===== config.mk =====
export PLATFORM = sky130hd
export DESIGN_NAME = utf8_byte_stream_decoder_core_flat
export DESIGN_NICKNAME = d
export VERILOG_FILES = /design/src/design/utf8d_pkg.sv /design/src/design/utf8d_if.sv /design/src/design/utf8d_step.sv /design/src/design/utf8d_result_fifo.sv /design/src/design/utf8d_byte_stream_decoder_core.sv /design/src/flat_wrapper.sv
export SDC_FILE = /design/constraint.sdc
export NUM_CORES = 1
export LEC_CHECK = 0
export BUFFER_PORTS_ARGS = -buffer_cell sky130_fd_sc_hd__buf_4
export CAP_MARGIN = 0
export CORE_UTILIZATION = 45
export CTS_CLUSTER_SIZE = 14
export DETAILED_ROUTE_END_ITERATION = 6
export GPL_TIMING_DRIVEN = 0
export PLACE_DENSITY = 0.7
export SLEW_MARGIN = 40
export SYNTH_ARGS = -nofsm -noshare
export SYNTH_HDL_FRONTEND = slang
export SYNTH_SLANG_ARGS = --single-unit

===== constraint.sdc =====
create_clock -name clk_i -period 8.16 [get_ports clk_i]
set_input_delay 0.816 -clock clk_i [delete_from_list [all_inputs] [get_ports clk_i]]
set_output_delay 0.816 -clock clk_i [all_outputs]
set_load 0.1 [all_outputs]

===== src/design/utf8d_pkg.sv =====
// Shared types and constants for the UTF-8 byte stream decoder.
// No dependencies; every other design file uses this package.
package utf8d_pkg;

  localparam int unsigned CpW = 21;

  localparam logic [CpW-1:0] REPLACEMENT_CP = 21'h00FFFD;

  typedef enum logic [2:0] {
    KIND_ASCII,
    KIND_CONT,
    KIND_LEAD2,
    KIND_LEAD3,
    KIND_LEAD4,
    KIND_BAD
  } kind_e;

  typedef struct packed {
    logic [CpW-1:0] code_point;
    logic           is_replacement;
    logic           last;
  } result_t;

  // Results of one byte: count (0..2) and up to two words in order.
  typedef struct packed {
    logic [1:0] n;
    result_t    res0;
    result_t    res1;
  } step_t;

  // Byte class from the top five bits.
  function automatic kind_e kind_of(input logic [4:0] top5);
    kind_e k;
    if (top5[4] == 1'b0) begin
      k = KIND_ASCII;
    end else if (top5[3] == 1'b0) begin
      k = KIND_CONT;
    end else if (top5[2] == 1'b0) begin
      k = KIND_LEAD2;
    end else if (top5[1] == 1'b0) begin
      k = KIND_LEAD3;
    end else if (top5[0] == 1'b0) begin
      k = KIND_LEAD4;
    end else begin
      k = KIND_BAD;
    end
    return k;
  endfunction

endpackage


===== src/design/utf8d_if.sv =====
// Handshake channels of the UTF-8 decoder: raw bytes in, code points out.
// Depends on utf8d_pkg for the code point width.
interface utf8d_byte_if;
  logic       valid;
  logic       ready;
  logic [7:0] byte_in;

  modport source (output valid, output byte_in, input ready);
  modport sink (input valid, input byte_in, output ready);
endinterface

interface utf8d_cp_if;
  logic                      valid;
  logic                      ready;
  logic [utf8d_pkg::CpW-1:0] code_point;
  logic                      is_replacement;
  logic                      last;

  modport source (output valid, output code_point, output is_replacement, output last,
                  input ready);
  modport sink (input valid, input code_point, input is_replacement, input last,
                output ready);
endinterface


===== src/design/utf8d_step.sv =====
// Per-byte decode: classifies the byte, holds the partial code point and
// pending count, and forms up to two result words. Uses utf8d_pkg.
module utf8d_step (
  input  logic             clk_i,
  input  logic             rst_ni,
  input  logic [7:0]       byte_i,
  input  logic             fire_i,
  output utf8d_pkg::step_t step_o
);

  utf8d_pkg::kind_e          kind;
  logic [utf8d_pkg::CpW-1:0] partial_q, partial_d;
  logic [1:0]                pending_q, pending_d;
  logic [utf8d_pkg::CpW-1:0] cont_bits;
  utf8d_pkg::result_t        ascii_res;

  assign kind = utf8d_pkg::kind_of(byte_i[7:3]);

  assign ascii_res = '{code_point: {14'd0, byte_i[6:0]}, is_replacement: 1'b0, last: 1'b1};

  always_comb begin
    pending_d = pending_q - 2'd1;
    case (pending_d)
      2'd0:    cont_bits = {15'd0, byte_i[5:0]};
      2'd1:    cont_bits = {9'd0, byte_i[5:0], 6'd0};
      2'd2:    cont_bits = {3'd0, byte_i[5:0], 12'd0};
      default: cont_bits = '0;
    endcase
    partial_d     = partial_q;
    step_o.n      = 2'd0;
    step_o.res0   = ascii_res;
    step_o.res1   = ascii_res;
    case (kind)
      utf8d_pkg::KIND_BAD: begin
        pending_d = pending_q;
      end
      utf8d_pkg::KIND_CONT: begin
        if (pending_q == 2'd0) begin
          pending_d = pending_q;
        end else begin
          partial_d = partial_q | cont_bits;
          if (pending_d == 2'd0) begin
            step_o.n    = 2'd1;
            step_o.res0 = '{code_point: partial_q | cont_bits, is_replacement: 1'b0,
                            last: 1'b1};
          end
        end
      end
      default: begin
        // ASCII or lead; an open sequence is closed with a replacement first.
        if (pending_q != 2'd0) begin
          step_o.res0 = '{code_point: utf8d_pkg::REPLACEMENT_CP, is_replacement: 1'b1,
                          last: (kind != utf8d_pkg::KIND_ASCII)};
        end
        case (kind)
          utf8d_pkg::KIND_ASCII: begin
            pending_d = 2'd0;
            step_o.n  = (pending_q != 2'd0) ? 2'd2 : 2'd1;
          end
          utf8d_pkg::KIND_LEAD2: begin
            pending_d = 2'd1;
            partial_d = {10'd0, byte_i[4:0], 6'd0};
            step_o.n  = (pending_q != 2'd0) ? 2'd1 : 2'd0;
          end
          utf8d_pkg::KIND_LEAD3: begin
            pending_d = 2'd2;
            partial_d = {5'd0, byte_i[3:0], 12'd0};
            step_o.n  = (pending_q != 2'd0) ? 2'd1 : 2'd0;
          end
          default: begin
            pending_d = 2'd3;
            partial_d = {byte_i[2:0], 18'd0};
            step_o.n  = (pending_q != 2'd0) ? 2'd1 : 2'd0;
          end
        endcase
      end
    endcase
  end

  always_ff @(posedge clk_i or negedge rst_ni) begin
    if (!rst_ni) begin
      pending_q <= 2'd0;
      partial_q <= '0;
    end else if (fire_i) begin
      pending_q <= pending_d;
      partial_q <= partial_d;
    end
  end

`ifndef SYNTHESIS
  // Two words only come from ASCII closing an open sequence.
  a_two_needs_open: assert property (@(posedge clk_i) disable iff (!rst_ni)
    step_o.n == 2'd2 |-> pending_q != 2'd0 && kind == utf8d_pkg::KIND_ASCII)
    else $error("two results without an open sequence");

  // Invalid bytes leave the sequence state alone.
  a_bad_keeps_state: assert property (@(posedge clk_i) disable iff (!rst_ni)
    fire_i && kind == utf8d_pkg::KIND_BAD |=> $stable(pending_q) && $stable(partial_q))
    else $error("invalid byte changed decoder state");

  // A finished code point leaves nothing pending.
  a_done_clears: assert property (@(posedge clk_i) disable iff (!rst_ni)
    fire_i && kind == utf8d_pkg::KIND_CONT && step_o.n == 2'd1 |=> pending_q == 2'd0)
    else $error("pending count not cleared after completion");
`endif

endmodule


===== src/design/utf8d_result_fifo.sv =====
// Two-word result buffer: takes up to two words per cycle, gives one.
// Uses utf8d_pkg for the result word type.
module utf8d_result_fifo (
  input  logic               clk_i,
  input  logic               rst_ni,
  input  logic [1:0]         push_n_i,
  input  utf8d_pkg::result_t res0_i,
  input  utf8d_pkg::result_t res1_i,
  output logic [1:0]         free_o,
  output logic               valid_o,
  input  logic               ready_i,
  output utf8d_pkg::result_t head_o
);

  utf8d_pkg::result_t ent_q [2];
  utf8d_pkg::result_t ent_d [2];
  logic [1:0]         count_q, count_d, cnt;
  logic               pop;

  assign valid_o = (count_q != 2'd0);
  assign head_o  = ent_q[0];
  assign pop     = valid_o && ready_i;
  assign free_o  = 2'd2 - count_q + {1'b0, pop};

  always_comb begin
    ent_d[0] = ent_q[0];
    ent_d[1] = ent_q[1];
    cnt      = count_q;
    if (pop) begin
      ent_d[0] = ent_q[1];
      cnt      = count_q - 2'd1;
    end
    if (push_n_i != 2'd0) begin
      ent_d[cnt[0]] = res0_i;
    end
    if (push_n_i == 2'd2) begin
      ent_d[1] = res1_i;
    end
    count_d = cnt + push_n_i;
  end

  always_ff @(posedge clk_i or negedge rst_ni) begin
    if (!rst_ni) begin
      count_q <= 2'd0;
    end else begin
      count_q <= count_d;
    end
  end

  always_ff @(posedge clk_i) begin
    ent_q[0] <= ent_d[0];
    ent_q[1] <= ent_d[1];
  end

`ifndef SYNTHESIS
  a_count_range: assert property (@(posedge clk_i) disable iff (!rst_ni)
    count_q != 2'd3)
    else $error("result buffer count out of range");

  a_push_fits: assert property (@(posedge clk_i) disable iff (!rst_ni)
    push_n_i <= free_o)
    else $error("push overflows result buffer");

  // A replacement that is not last always has its ASCII word behind it.
  a_pair_follows: assert property (@(posedge clk_i) disable iff (!rst_ni)
    valid_o && ready_i && head_o.is_replacement && !head_o.last |=> valid_o)
    else $error("replacement word lost its partner");
`endif

endmodule


===== src/design/utf8d_byte_stream_decoder_core.sv =====
// Top level of the UTF-8 byte stream decoder: input register, decode step,
// result buffer. Uses utf8d_pkg, utf8d_if, utf8d_step, utf8d_result_fifo.
//
//   channel   dir  payload                               role
//   byte_i    in   byte_in[7:0]                          raw UTF-8 stream
//   cp_o      out  code_point[20:0], is_replacement, last decoded characters
//
// One byte per cycle while its words fit; both byte and words are registered.
// An ASCII byte that closes an open sequence gives two words; the buffer
// takes both, and a byte waits in the input register while its words do not fit.
// Reset clears the pending count, partial code point, input valid and buffer count.
// Output stalls back up through the two-word buffer, then the input register.
module utf8_byte_stream_decoder_core (
  input  logic         clk_i,
  input  logic         rst_ni,
  utf8d_byte_if.sink   byte_i,
  utf8d_cp_if.source   cp_o
);

  logic               in_valid_q;
  logic [7:0]         byte_q;
  logic               fire;
  logic [1:0]         free;
  utf8d_pkg::step_t   step;
  utf8d_pkg::result_t head;

  assign fire         = in_valid_q && (step.n <= free);
  assign byte_i.ready = !in_valid_q || fire;

  always_ff @(posedge clk_i or negedge rst_ni) begin
    if (!rst_ni) begin
      in_valid_q <= 1'b0;
    end else if (byte_i.valid && byte_i.ready) begin
      in_valid_q <= 1'b1;
    end else if (fire) begin
      in_valid_q <= 1'b0;
    end
  end

  always_ff @(posedge clk_i) begin
    if (byte_i.valid && byte_i.ready) begin
      byte_q <= byte_i.byte_in;
    end
  end

  utf8d_step u_step (
    .clk_i  (clk_i),
    .rst_ni (rst_ni),
    .byte_i (byte_q),
    .fire_i (fire),
    .step_o (step)
  );

  utf8d_result_fifo u_fifo (
    .clk_i    (clk_i),
    .rst_ni   (rst_ni),
    .push_n_i (fire ? step.n : 2'd0),
    .res0_i   (step.res0),
    .res1_i   (step.res1),
    .free_o   (free),
    .valid_o  (cp_o.valid),
    .ready_i  (cp_o.ready),
    .head_o   (head)
  );

  assign cp_o.code_point     = head.code_point;
  assign cp_o.is_replacement = head.is_replacement;
  assign cp_o.last           = head.last;

`ifndef SYNTHESIS
  // A held byte is consumed as soon as the buffer has room for its words.
  a_no_stall_when_room: assert property (@(posedge clk_i) disable iff (!rst_ni)
    in_valid_q && free == 2'd2 |-> fire)
    else $error("input held although result buffer is empty");

  a_ready_when_empty: assert property (@(posedge clk_i) disable iff (!rst_ni)
    !in_valid_q |-> byte_i.ready)
    else $error("input not ready with empty input register");

  a_repl_code: assert property (@(posedge clk_i) disable iff (!rst_ni)
    cp_o.valid && cp_o.is_replacement |-> cp_o.code_point == utf8d_pkg::REPLACEMENT_CP)
    else $error("replacement word with wrong code point");
`endif

endmodule


===== src/flat_wrapper.sv =====
// flat-port wrapper written by rule: the top's interface ports become plain ports
module utf8_byte_stream_decoder_core_flat 
  (clk_i, rst_ni, byte_i_valid, byte_i_byte_in, byte_i_ready, cp_o_valid, cp_o_code_point, cp_o_is_replacement, cp_o_last, cp_o_ready);
  utf8d_byte_if byte_i_i ();
  utf8d_cp_if cp_o_i ();
  input  logic clk_i;
  input  logic rst_ni;
  input wire logic [$bits(byte_i_i.valid)-1:0] byte_i_valid;
  input wire logic [$bits(byte_i_i.byte_in)-1:0] byte_i_byte_in;
  output wire logic [$bits(byte_i_i.ready)-1:0] byte_i_ready;
  output wire logic [$bits(cp_o_i.valid)-1:0] cp_o_valid;
  output wire logic [$bits(cp_o_i.code_point)-1:0] cp_o_code_point;
  output wire logic [$bits(cp_o_i.is_replacement)-1:0] cp_o_is_replacement;
  output wire logic [$bits(cp_o_i.last)-1:0] cp_o_last;
  input wire logic [$bits(cp_o_i.ready)-1:0] cp_o_ready;
  assign byte_i_i.valid = byte_i_valid;
  assign byte_i_i.byte_in = byte_i_byte_in;
  assign byte_i_ready = byte_i_i.ready;
  assign cp_o_valid = cp_o_i.valid;
  assign cp_o_code_point = cp_o_i.code_point;
  assign cp_o_is_replacement = cp_o_i.is_replacement;
  assign cp_o_last = cp_o_i.last;
  assign cp_o_i.ready = cp_o_ready;
  utf8_byte_stream_decoder_core u_core (.clk_i(clk_i), .rst_ni(rst_ni), .byte_i(byte_i_i), .cp_o(cp_o_i));
endmodule

## Word-level counts from Yosys, hierarchy flattened

Memories as Yosys holds them, arrays and structs flattened.
Cells that the tools add are included.

| operators by class | value |
|---|---|
| add/subtract/negate cells | 5 |
| order comparisons | 3 |
| eq/ne operators | 9 |
| multiplexer cells | 29 |
| bitwise gates (word level) | 3 |
| reduce and logical (&&, ||, !) cells | 16 |

Operators by type and width:

| operator | number |
|---|---|
| $mux W23 | 3 |
| $pmux W21 S3 | 1 |
| $pmux W18 S3 | 1 |
| $pmux W25 S2 | 1 |
| $mux W24 | 2 |
| $bwmux W46 | 1 |
| $mux W46 | 1 |
| $pmux W21 S2 | 1 |
| $demux W23 S1 | 1 |
| $mux W21 | 1 |
| $or A21 B21 Y21 | 1 |
| $mux W18 | 1 |
| $mux W3 | 4 |
| $mux W2 | 5 |
| $reduce_bool A2 Y1 | 4 |
| $eq A3 B2 Y1 const B | 2 |
| $pmux W2 S3 | 1 |
| $eq A2 B2 Y1 const B | 2 |
| $logic_and A1 B1 Y1 | 4 |
| $logic_not A2 Y1 | 2 |
| $mux W1 | 4 |
| $pmux W2 S2 | 1 |
| $reduce_and A4 Y1 | 1 |
| $sub A2 B1 Y2 const B | 2 |
| other kinds (18) | 18 |

| word-level totals | value |
|---|---|
| register bits after elaboration | 34 |
| bits in writable memories | 46 |
| bits of input ports | 12 |
| logic and storage cells | 71 |
| memories | 1 |

Memory list:

| name | depth | width | read ports | clocked after Yosys merged registers in | write ports | RTL line | RTL |
|---|---|---|---|---|---|---|---|
| u_core.u_fifo.ent_q | 2 | 23 | 2 | 0 | 2 | utf8d_result_fifo.sv:15 | `utf8d_pkg::result_t ent_q [2];` |

## Longest topological paths before layout

Gate-level depths: netlist (run 1).

| logic depth | value |
|---|---|
| depth after elaboration | 14 |
| gate-level depth with buffers | 16 |
| depth with buffers taken out | 13 |

## Hierarchy

Synthesis (run 1) repeated with hierarchy kept, for this count alone.

| second synthesis, totals | value |
|---|---|
| cell total of the unflattened synthesis | 409 |
| area, all modules | 4,236.6 um2 |

By module, submodules not included:

| module | instances | cells each | area an instance (um2) | sequential area each (um2) |
|---|---|---|---|---|
| utf8d_result_fifo | 1 | 193 | 2,255.9 | 1,201.2 |
| utf8d_step | 1 | 193 | 1,615.3 | 575.6 |
| utf8_byte_stream_decoder_core | 1 | 23 | 365.4 | 265.3 |

## Worst setup path after synthesis (run 1)

Ideal clock, no wire load.

| path | value |
|---|---|
| path type | register to output |
| start | reg u_core.u_step.pending_q[0] |
| end | out byte_i_ready |
| arrival | 2.925 ns |
| path slack | 4.419 ns |
| stages on the path, launching flop included | 11 |
| path buffers | 1 |
| cell sequence | dfrtp_1 > inv_1 > ha_1 > inv_1 > clkbuf_1 > ha_1 > nor2b_1 > a311oi_2 > ha_1 > nand2b_1 > a221o_1 |

| on the way | value |
|---|---|
| cells in the longest elaborated chain, start to end | 8 |
| elaborated cells on any way between the ends | 13 |
| classes of those cells | 1 x add/sub; 1 x order compare; 6 x mux; 5 x reduce/logical |

Ends and longest elaborated chain:

| element | RTL line | RTL |
|---|---|---|
| start: declaration | utf8d_step.sv:13 | `logic [1:0] pending_q, pending_d;` |
| start signal: assignment | utf8d_step.sv:85 | `pending_q <= pending_d;` |
| $sub A2 B1 Y2 | utf8d_step.sv:22 | `pending_d = pending_q - 2'd1;` |
| $logic_not A2 Y1 | utf8d_step.sv:42 | `if (pending_d == 2'd0) begin` |
| $mux W24 | utf8d_step.sv:42 |  |
| $mux W24 | utf8d_step.sv:38 | `if (pending_q == 2'd0) begin` |
| $pmux W25 S2 (*) | utf8d_step.sv:33 | `case (kind)` |
| $le A2 B2 Y1 (*) | utf8d_byte_stream_decoder_core.sv:27 | `assign fire = in_valid_q && (step.n <= free);` |
| $logic_and A1 B1 Y1 (*) | utf8d_byte_stream_decoder_core.sv:27 |  |
| $logic_or A1 B1 Y1 (*) | utf8d_byte_stream_decoder_core.sv:28 | `assign byte_i.ready = !in_valid_q \|\| fire;` |
| end: declaration | flat_wrapper.sv:10 | `output wire logic [$bits(byte_i_i.ready)-1:0] byte_i_ready;` |

Every way passes the cells marked *; elsewhere a longest branch is shown, timed or not.

## Final worst setup path (run 1)

Same ends and word-level chain as after synthesis.

==> results.cfg, run 1 <==
[status]
status = complete, no violations

[worst_setup_path]
crit_type = reg -> out
critPathMaxFanout = 10
cp-end-kind = output port
critPathArrivalTime_ns = 3.53
worstPathRequired_ns = 7.34
cp-start-kind = register

[finish]
fin_area_sq_um = 4603
drive_above_1_share = 0.2065
final_util = 0.5304
n_fill_cell = 839
layout.cells.non_filler = 597
final_cell_mix = buf_4 (60), a21oi_1 (55), nor2_1 (52)
nNetsFinal = 508
area_growth_pct = 14.61
final_common_cell = buf_4
n_antenna_cell = 0

[clocking]
path_clk_slew_ns = 0.08
cts.sinks = 80
clockRootBuffer = clkbuf_8
post_cts.repair.setup_buffers = 0
clock_latency_ns = 0.36
cts_max_level = 3
cts_tree = done
clock_path_buffers = 2
hold_buffers = 0
post_cts_resized = 0
cts_buffers = 9

[timing]
rsz0062_at_grt = false
period_minus_slack_ns = 4.351
tns_ns = 0
tightest_slew_ns = 0.7431
hold_viol = 0
slew_headroom = 0.5046
timing.fmax_mhz = 229.8
worst_clock_skew_ns = 0.008343
slew_violations = 0
finalSetupViolCount = 0
post-route-period-util = 0.5332

[floorplanning]
initial_core_util = 0.4628
io_pins = 37
die_x_um = 96.48
dieHeight_um = 96.48
core_sq_um = 8678
num_rows = 34
dieArea_sq_um = 9307

[flow_run]
cap_viol_max_count = 0

[yosys]
ys_seq_area_frac = 0.4685
synth-edff-count = 15
syn_avg_cell_area_sq_um = 9.191
ys.warnings.count = 0
syn_inst = 437
syn-num-nets = 461
ys_seq_elements = 80
synth-async-reset-ratio = 0.3250
synth_area_sq_um = 4016
synth-main-ff-cell = dfxtp_1
yosysUniqueCellTypes = 48

[detailed_routing]
initialDrtViolationCount = 189
drt_pre_antenna_iters = 7
ant_nets = 0
wl_per_cell_um = 15.37
drc = 0
drt-total-wl_um = 9178
vias = 3164
vias_per_cell = 5.300

[placement]
port_buffers = 36
place.gp.congestion = 0.8603
dp_hpwl_um = 6741
dp_cells = 581
place_area_sq_um = 4422

[global_routing]
grt_pass1_vias = 3061
grt_usage = 0.2234
grt_max_degree = 27
antenna_found_initial = 0
grt_overflow = 0
grt_pass1_wl_um = 15450

[hold_path]
min_path_type = in -> async
[Yosys cell counts (all sizes together), types with 2 or more instances]
cell type | n | area share
a211oi | 2 | 0.0037
a21o | 2 | 0.0037
a21oi | 55 | 0.069
a22o | 10 | 0.022
a311oi | 2 | 0.0059
a31oi | 7 | 0.012
and3 | 2 | 0.0031
and3b | 2 | 0.0044
buf | 38 | 0.067
clkbuf | 15 | 0.014
dfrtp | 26 | 0.16
dfxtp | 39 | 0.19
edfxtp | 15 | 0.11
ha | 12 | 0.037
inv | 12 | 0.011
mux2 | 5 | 0.014
mux2i | 21 | 0.052
nand2 | 37 | 0.035
nand2b | 5 | 0.0078
nand3 | 13 | 0.016
nand3b | 3 | 0.0056
nor2 | 52 | 0.049
nor2b | 5 | 0.0078
nor3 | 12 | 0.018
o21ai | 26 | 0.032
or3 | 3 | 0.0047
xnor2 | 2 | 0.0044
[logic make-up (layout without fill, tap and decap cells)]
logic type	after synthesis	after routing	synth area share
compound gates	111	111	0.1664
xor+xnor	3	3	0.006543
fa+ha+maj	12	12	0.03738
buf+inv	65	117	0.09221
flops	80	80	0.4685
mux	26	26	0.06635
simple gates	140	140	0.1626
[critical path, cell delays in order, from the launching register on]
cell,delay (ns)
dfrtp_1,0.43
inv_1,0.13
ha_1,0.30
inv_1,0.11
clkbuf_1,0.36
ha_1,0.35
nor2b_1,0.15
a311oi_2,0.38
ha_1,0.32
a221o_1,0.39
buf_4,0.25
[metrics by stage]
stage	worst slack, ns	hold WS, ns
after detailed placement	4.194	0.4496
after floorplan	4.419	0.4349
after global placement	4.264	0.4424
after CTS	3.826	0.3649
final	3.809	0.3474
after global routing	3.603	0.3746
[sequential cells by signal, indices dropped and copies added, names as in the netlist]
register,flops
u_core.byte_q,8
u_core.u_fifo.count_q,2
u_core.u_fifo.ent_q,46
u_core.u_step.partial_q,21
u_core.u_step.pending_q,2
u_core.in_valid_q,1
[final timing paths]
check | depth (start not counted) | endpoint | startpoint | slack, ns
setup reg to reg | 15 | u_core.u_fifo.ent_q[0][8]$_DFF_P_ | u_core.u_step.pending_q[0]$_DFFE_PN0P_ | 4.14
max in group asynchronous | 1 | u_core.u_step.partial_q[20]$_DFFE_PN0P_ | rst_ni | 7.54
hold reg to reg | 2 | u_core.u_fifo.ent_q[0][43]$_SDFFE_PP0P_ | u_core.u_fifo.ent_q[0][43]$_SDFFE_PP0P_ | 0.46
setup / recovery | 10 | byte_i_ready | u_core.u_step.pending_q[0]$_DFFE_PN0P_ | 3.81
hold / removal | 1 | u_core.in_valid_q$_DFFE_PN0P_ | rst_ni | 0.35
min in group clk_i | 2 | u_core.u_fifo.ent_q[0][43]$_SDFFE_PP0P_ | u_core.u_fifo.ent_q[0][43]$_SDFFE_PP0P_ | 0.46
[layout make-up]
class	count	area (sq um)	share of cell area
Sequential cell	80	1882	0.4088
Multi-Input combinational cell	292	1764	0.3833
Buffer	53	325.3	0.07067
Timing Repair Buffer	36	270.3	0.05871
Clock buffer	11	141.4	0.03071
Tap cell	108	135.1	0.02936
Inverter	12	45.04	0.009785
Clock inverter	5	40.04	0.008698
[per-layer routing]
layer | routed length (um) | GRT usage | up-vias | share of wire
li1 | - | - | 1594 | -
met1 | 4260 | 0.3028 | 1457 | 0.46
met2 | 4266 | 0.3568 | 99 | 0.46
met3 | 476 | 0.03208 | 14 | 0.052
met4 | 174 | 0.09436 | 0 | 0.019
met5 | 0 | 0 | - | 0
Power of run 1 is not shown: default switching activity piles up to over one toggle a cycle in this logic, so the estimate is an artifact.
==> inputs of run 2 (changes only) <==
--- a/config.mk
+++ b/config.mk
@@ -5,13 +5,14 @@
 export SDC_FILE = /design/constraint.sdc
 export NUM_CORES = 1
 export LEC_CHECK = 0
+export ABC_AREA = 1
 export BUFFER_PORTS_ARGS = -buffer_cell sky130_fd_sc_hd__buf_4
 export CAP_MARGIN = 0
 export CORE_UTILIZATION = 45
 export CTS_CLUSTER_SIZE = 14
 export DETAILED_ROUTE_END_ITERATION = 6
 export GPL_TIMING_DRIVEN = 0
-export PLACE_DENSITY = 0.7
+export PLACE_DENSITY = 0.72
 export SLEW_MARGIN = 40
 export SYNTH_ARGS = -nofsm -noshare
 export SYNTH_HDL_FRONTEND = slang
==> constraint.sdc (replaced) <==
create_clock -name clk_i -period 3.6 [get_ports clk_i]
set_input_delay 0.36 -clock clk_i [delete_from_list [all_inputs] [get_ports clk_i]]
set_output_delay 0.36 -clock clk_i [all_outputs]
set_load 0.1 [all_outputs]
==> run 2 against run 1 <==
Compared with the run above:
- critical path depth up 6
- first-iteration DRC count up 19%
- synthesized cell count up 27%
- design area up 11%
- utilization up 1.5 points
- worst setup slack worse by 3.5 ns
- non-clock buffer count down 10
- cell count up 24%
==> results.cfg, run 2 <==
[timing]
finalSetupViolCount = 0
period_minus_slack_ns = 3.305
post-route-period-util = 0.9180
hold_viol = 0
tightest_slew_ns = 0.5809
timing.fmax_mhz = 302.6
slew_headroom = 0.6127
worst_clock_skew_ns = 0.007431
slew_violations = 0
holdWs_ns = 0.1724
rsz0062_at_grt = false
tns_ns = 0

[yosys]
yosys.area.top_type = dfxtp_1
synth_top_area_frac = 0.1784
yosysUniqueCellTypes = 34
synth_area_sq_um = 4375
synth-main-ff-cell = dfxtp_1
synthTopCellsByCount = nand2_1 (191), o21ai_0 (51), nand3_1 (50)
syn-num-nets = 580
ys_seq_elements = 80
ys.warnings.count = 0
synth-edff-count = 15
post-synth-top-count-cell = nand2_1
synth_area_leaders = dfxtp_1 (18%), nand2_1 (16%), dfrtp_1 (15%)
syn_inst = 556
ys_seq_area_frac = 0.4301
syn_avg_cell_area_sq_um = 7.870
synth-async-reset-ratio = 0.3250

[detailed_routing]
drt-total-wl_um = 9877
drt_pre_antenna_iters = 5
initialDrtViolationCount = 224
vias_per_cell = 5.015
wl_per_cell_um = 13.38
drc = 0
vias = 3701
ant_nets = 0

[clocking]
cts_buffers = 9
clock_path_buffers = 2
cts_max_level = 3
clock_latency_ns = 0.36
clockRootBuffer = clkbuf_8
path_clk_slew_ns = 0.09
cts_tree = done
post_cts.repair.setup_buffers = 0
cts.sinks = 80

[finish]
area_growth_pct = 16.30
top_regs = u_core.u_fifo.ent_q: 46 flops, u_core.u_step.partial_q: 21 flops, u_core.byte_q: 8 flops
final_cell_mix = nand2_1 (188), buf_4 (64), o21ai_0 (51)
largest_register = u_core.u_fifo.ent_q
largest_reg_flops = 46
nNetsFinal = 628
drive_above_1_share = 0.2266
final_common_cell = nand2_1
n_antenna_cell = 0

[global_routing]
grt_overflow = 0
grt_usage = 0.2132
antenna_found_initial = 0
grt_max_degree = 27
grt_pass1_vias = 3547
grt_pass1_wl_um = 16870

[hold_path]
whs_endpoint = u_core.byte_q[7]$_DFFE_PP_
worstHoldPathCells = 1
min_path_type = in -> reg
holdCritStartpoint = byte_i_byte_in[7]

[status]
status = complete, no violations

[floorplanning]
dieArea_sq_um = 10120
core_sq_um = 9328
dieHeight_um = 100.6
initial_core_util = 0.4691
num_rows = 35
die_x_um = 100.6
io_pins = 37

[worst_setup_path]
crit_type = reg -> reg
cp-end-kind = register
r2r_setup_slack_ns = 0.30
r2r-start = u_core.u_fifo.count_q[1]$_DFF_PN0_
critPathMaxFanout = 10
cp-start-kind = register
timing.rr.end = u_core.u_fifo.ent_q[0][27]$_DFFE_PP_
critPathArrivalTime_ns = 3.36
r2r_cells = 16
worstPathRequired_ns = 3.66

[flow_run]
cap_viol_max_count = 0

[placement]
port_buffers = 36
dp_hpwl_um = 7410
place.gp.congestion = 0.9524
run 2: cell count changes after synthesis, moves of 21 or more:
cell | before | now
nand2_1 | 37 | 191
a21oi_1 | 55 | 11
nand3_1 | 13 | 50
nor2_1 | 52 | 19
o21ai_0 | 18 | 51
inv_1 | 11 | 42
mux2i_1 | 21 | 0
run 2: worst max-delay path, cell delays in order (launching register included):
cell and delay, ns:
dfrtp_1 0.38, inv_1 0.06, ha_1 0.21, clkinvlp_4 0.10
nand2_4 0.08, clkbuf_4 0.22, ha_1 0.30, buf_2 0.25
inv_4 0.10, ha_1 0.29, nand2_1 0.09, nand2_1 0.10
nand2_2 0.12, nor2_2 0.20, nand2_2 0.10, buf_4 0.18
nand2_2 0.18
run 2: worst max-delay path by stage:
stage                                       startpoint                                   end  slack (ns)
detailed placement  u_core.u_fifo.count_q[1]$_DFF_PN0_  u_core.u_fifo.ent_q[0][31]$_DFFE_PP_        0.08
global route        u_core.u_fifo.count_q[1]$_DFF_PN0_  u_core.u_fifo.ent_q[0][31]$_DFFE_PP_        0.07
global placement    u_core.u_fifo.count_q[1]$_DFF_PN0_  u_core.u_fifo.ent_q[0][26]$_DFFE_PP_        0.18
finish              u_core.u_fifo.count_q[1]$_DFF_PN0_  u_core.u_fifo.ent_q[0][27]$_DFFE_PP_        0.30
CTS                 u_core.u_fifo.count_q[1]$_DFF_PN0_  u_core.u_fifo.ent_q[0][27]$_DFFE_PP_        0.04
floorplan           u_core.u_fifo.count_q[1]$_DFF_PN0_  u_core.u_fifo.ent_q[0][25]$_DFFE_PP_        0.07
run 2: layer usage:
| metal | wire length, um | global-route usage | vias to the layer above |
|---|---|---|---|
| li1 | - | - | 1873 |
| met1 | 4591 | 0.2817 | 1689 |
| met2 | 4581 | 0.3493 | 117 |
| met3 | 452 | 0.02566 | 22 |
| met4 | 251 | 0.09922 | 0 |
| met5 | 0 | 0 | - |
run 2: what timing repair did:
item	4_1_cts	5_1_grt
resized for setup	0	4
endpoints found under the hold margin	26	0
hold buffers	1	0
endpoints found under the setup margin	0	35
run 2: layout make-up:
| class | instances | area (sq um) |
|---|---|---|
| fillers | 869 | 4239 |
| multi-input cells | 387 | 2056 |
| flip-flops and latches | 80 | 1882 |
| plain buffers | 42 | 301.5 |
| repair buffers | 37 | 280.3 |
| clock buffers | 12 | 198.9 |
| inverters | 47 | 182.7 |
| well taps | 129 | 161.4 |
| clock inverters | 4 | 26.28 |
run 2: stage by stage:
| stage | util | area [sq um] | cells | setup WS (ns) |
|---|---|---|---|---|
| detailed placement | 0.5191 | 4842 | 721 | 0.07782 |
| floorplan | - | 4410 | 556 | 0.06509 |
| finish | 0.5455 | 5089 | 738 | 0.2950 |
| global placement | 0.5191 | 4842 | 721 | 0.1800 |
| global route | 0.5455 | 5089 | 738 | 0.07326 |
| CTS | 0.5443 | 5077 | 738 | 0.03778 |
run 2: cell families (layout without fill, tap and decap cells):
kind of cell / count (synthesis) / in the layout / synth area share
AO/OA/AOI/OAI: 75 / 75 / 0.09237
XOR/XNOR: 3 / 3 / 0.006006
adder cells (fa/ha/maj): 12 / 12 / 0.03431
buffers and inverters: 89 / 142 / 0.1084
flip-flops: 80 / 80 / 0.4301
multiplexers: 22 / 22 / 0.05662
AND/OR/NAND/NOR: 275 / 275 / 0.2722
Power of run 2 is left out for the same reason.
==> inputs of run 3 (changes only) <==
--- a/config.mk
+++ b/config.mk
@@ -6,7 +6,7 @@
 export NUM_CORES = 1
 export LEC_CHECK = 0
 export ABC_AREA = 1
-export BUFFER_PORTS_ARGS = -buffer_cell sky130_fd_sc_hd__buf_4
+export BUFFER_PORTS_ARGS = -buffer_cell sky130_fd_sc_hd__buf_2
 export CAP_MARGIN = 0
 export CORE_UTILIZATION = 45
 export CTS_CLUSTER_SIZE = 14
==> run 3 against run 2 <==
Compared with the run above:
- the run now ends with hold timing left
- design area shrank 2.6%
- register-to-register slack lost 0.04 ns
- worst setup slack lost 0.039 ns
- maximum frequency shrank 1.2%
- first-iteration DRC count shrank 4.0%
- critical path depth is the same
- wire length shrank 0.15%
- sequential share of layout area grew 0.98 points
- flip-flop and latch count is the same
- utilization shrank 1.4 points
- cell count shrank 0.14%
- global-route usage shrank 0.44 points
- critical path type unchanged
==> results.cfg, run 3 (synthesis gave the netlist of run 2 again) <==
[placement]
port_buffers = 36
dp_hpwl_um = 7570
dp_cells = 721
place_area_sq_um = 4752
place.gp.congestion = 0.9494

[finish]
register_area_sq_um = 1882
drive_above_1_share = 0.2237
largest_reg_flops = 46
area_growth_pct = 13.30
top_regs = u_core.u_fifo.ent_q: 46 flops, u_core.u_step.partial_q: 21 flops, u_core.byte_q: 8 flops
n_fill_cell = 910
nNetsFinal = 627
final_util = 0.5315
largest_register = u_core.u_fifo.ent_q
final_cell_mix = nand2_1 (189), o21ai_0 (51), nand3_1 (49)
n_antenna_cell = 0
multi_input_area_sq_um = 2046
final_common_cell = nand2_1
fin_area_sq_um = 4957
layout.cells.non_filler = 737

[worst_setup_path]
critical-path-top-delay-family = simple AND/OR/NAND/NOR gates
cp_cell_sequence = inv_1 > ha_1 > clkinvlp_4 > nand2_4 > clkbuf_4 > ha_1 > buf_2 > inv_4 > ha_1 > nand2_1 > nand2_1 > nand2_1 > nor2_1 > nand2_2 > buf_4 > nand2_2
critPathMaxFanout = 10
cp-end-kind = register
cp-start-kind = register
cpPeakStageDelay_ns = 0.38
critPathSlowestCell = dfrtp_1
critPathArrivalTime_ns = 3.40
crit_type = reg -> reg
worstPathRequired_ns = 3.66
cp_num_buf_inv = 6

[global_routing]
grt_overflow = 0
gr-usage-met3 = 0.03537
antenna_found_initial = 0
grt_max_degree = 27
grt_usage = 0.2088
grt.met1_usage = 0.2746
grt_busiest_layer = met2
grt_pass1_wl_um = 16480
met2_usage = 0.3372
grt_pass1_vias = 3495

[timing]
slew_headroom = 0.5869
period_minus_slack_ns = 3.344
post-route-period-util = 0.9288
rsz0062_at_grt = false
holdWs_ns = -0.0001645
slew_violations = 0
tns_ns = 0
finalSetupViolCount = 0
timing.fmax_mhz = 299.1
tightest_slew_ns = 0.6197
hold_viol = 1
worst_clock_skew_ns = 0.01062

[clocking]
hold_buffers = 0
cts_buffers = 9
cts_max_level = 3
cts_tree = done
cts.sinks = 80
clock_path_buffers = 2
clock_latency_ns = 0.37
path_clk_slew_ns = 0.09
post_cts.repair.setup_buffers = 0
clockRootBuffer = clkbuf_8

[detailed_routing]
drt_pre_antenna_iters = 5
drc = 0
wl_per_cell_um = 13.38
drt-total-wl_um = 9862
vias_per_cell = 5.057
ant_nets = 0
vias = 3727
initialDrtViolationCount = 215

[floorplanning]
initial_core_util = 0.4691
num_rows = 35
dieHeight_um = 100.6
core_sq_um = 9328
io_pins = 37
dieArea_sq_um = 10120
die_x_um = 100.6

[hold_path]
min_path_type = in -> async

[flow_run]
cap_viol_max_count = 0

[status]
violations = hold timing
status = finished with violations
run 3: cell count changes in the layout (fill, tap and decap cells not counted), moves of 2 or more:
| cell | previous run | this run |
|---|---|---|
| buf_2 | 4 | 40 |
| buf_4 | 64 | 28 |
| inv_6 | 1 | 4 |
| clkbuf_16 | 3 | 1 |
| inv_4 | 3 | 1 |
run 3: layout make-up:
| type | count | area share |
|---|---|---|
| Multi-Input combinational cell | 387 | 0.4127 |
| Sequential cell | 80 | 0.3796 |
| Buffer | 42 | 0.06083 |
| Inverter | 47 | 0.03685 |
| Timing Repair Buffer | 36 | 0.03635 |
| Tap cell | 129 | 0.03256 |
| Clock buffer | 10 | 0.03004 |
| Clock inverter | 6 | 0.01111 |
run 3: worst reg2reg max path: stages (launching register included):
cell and delay, ns:
dfrtp_1 0.38, inv_1 0.06, ha_1 0.21, clkinvlp_4 0.10, nand2_4 0.08, clkbuf_4 0.22, ha_1 0.29, buf_2 0.25
inv_4 0.10, ha_1 0.29, nand2_1 0.10, nand2_1 0.08, nand2_1 0.16, nor2_1 0.24, nand2_2 0.12, buf_4 0.19
nand2_2 0.18
run 3: final timing paths:
check / start / endpoint / slack (ns) / cells after the start
max reg2reg: u_core.u_fifo.count_q[1]$_DFF_PN0_ / u_core.u_fifo.ent_q[0][30]$_DFFE_PP_ / 0.26 / 16
max: u_core.u_fifo.count_q[1]$_DFF_PN0_ / u_core.u_fifo.ent_q[0][30]$_DFFE_PP_ / 0.26 / 16
min in group clk_i: byte_i_byte_in[7] / u_core.byte_q[7]$_DFFE_PP_ / 0.17 / 1
max in group asynchronous: rst_ni / u_core.u_step.partial_q[2]$_DFFE_PN0P_ / 3.19 / 1
min: rst_ni / u_core.u_step.partial_q[20]$_DFFE_PN0P_ / -0.0002 / 1
min reg2reg: u_core.u_fifo.ent_q[0][36]$_SDFFE_PP0P_ / u_core.u_fifo.ent_q[0][36]$_SDFFE_PP0P_ / 0.47 / 2
run 3: repair_timing:
action,in CTS,in global routing
hold endpoints to repair,0,0
setup endpoints to repair,0,11
gates resized for setup,0,1
run 3: per-layer routing:
| metal | vias to the layer above | share of wire |
|---|---|---|
| li1 | 1865 | - |
| met1 | 1710 | 0.45 |
| met3 | 20 | 0.059 |
| met2 | 132 | 0.47 |
| met5 | - | 0 |
| met4 | 0 | 0.023 |
run 3: through the flow:
step	hold WS [ns]	worst slack, ns
6_report	-0.0001645	0.2565
3_5_place_dp	0.4189	0.1305
4_1_cts	0.02188	0.1081
2_1_floorplan	0.06441	0.06509
3_3_place_gp	0.3982	0.1876
5_1_grt	0.05093	0.04282
Power of run 3 is left out for the same reason.
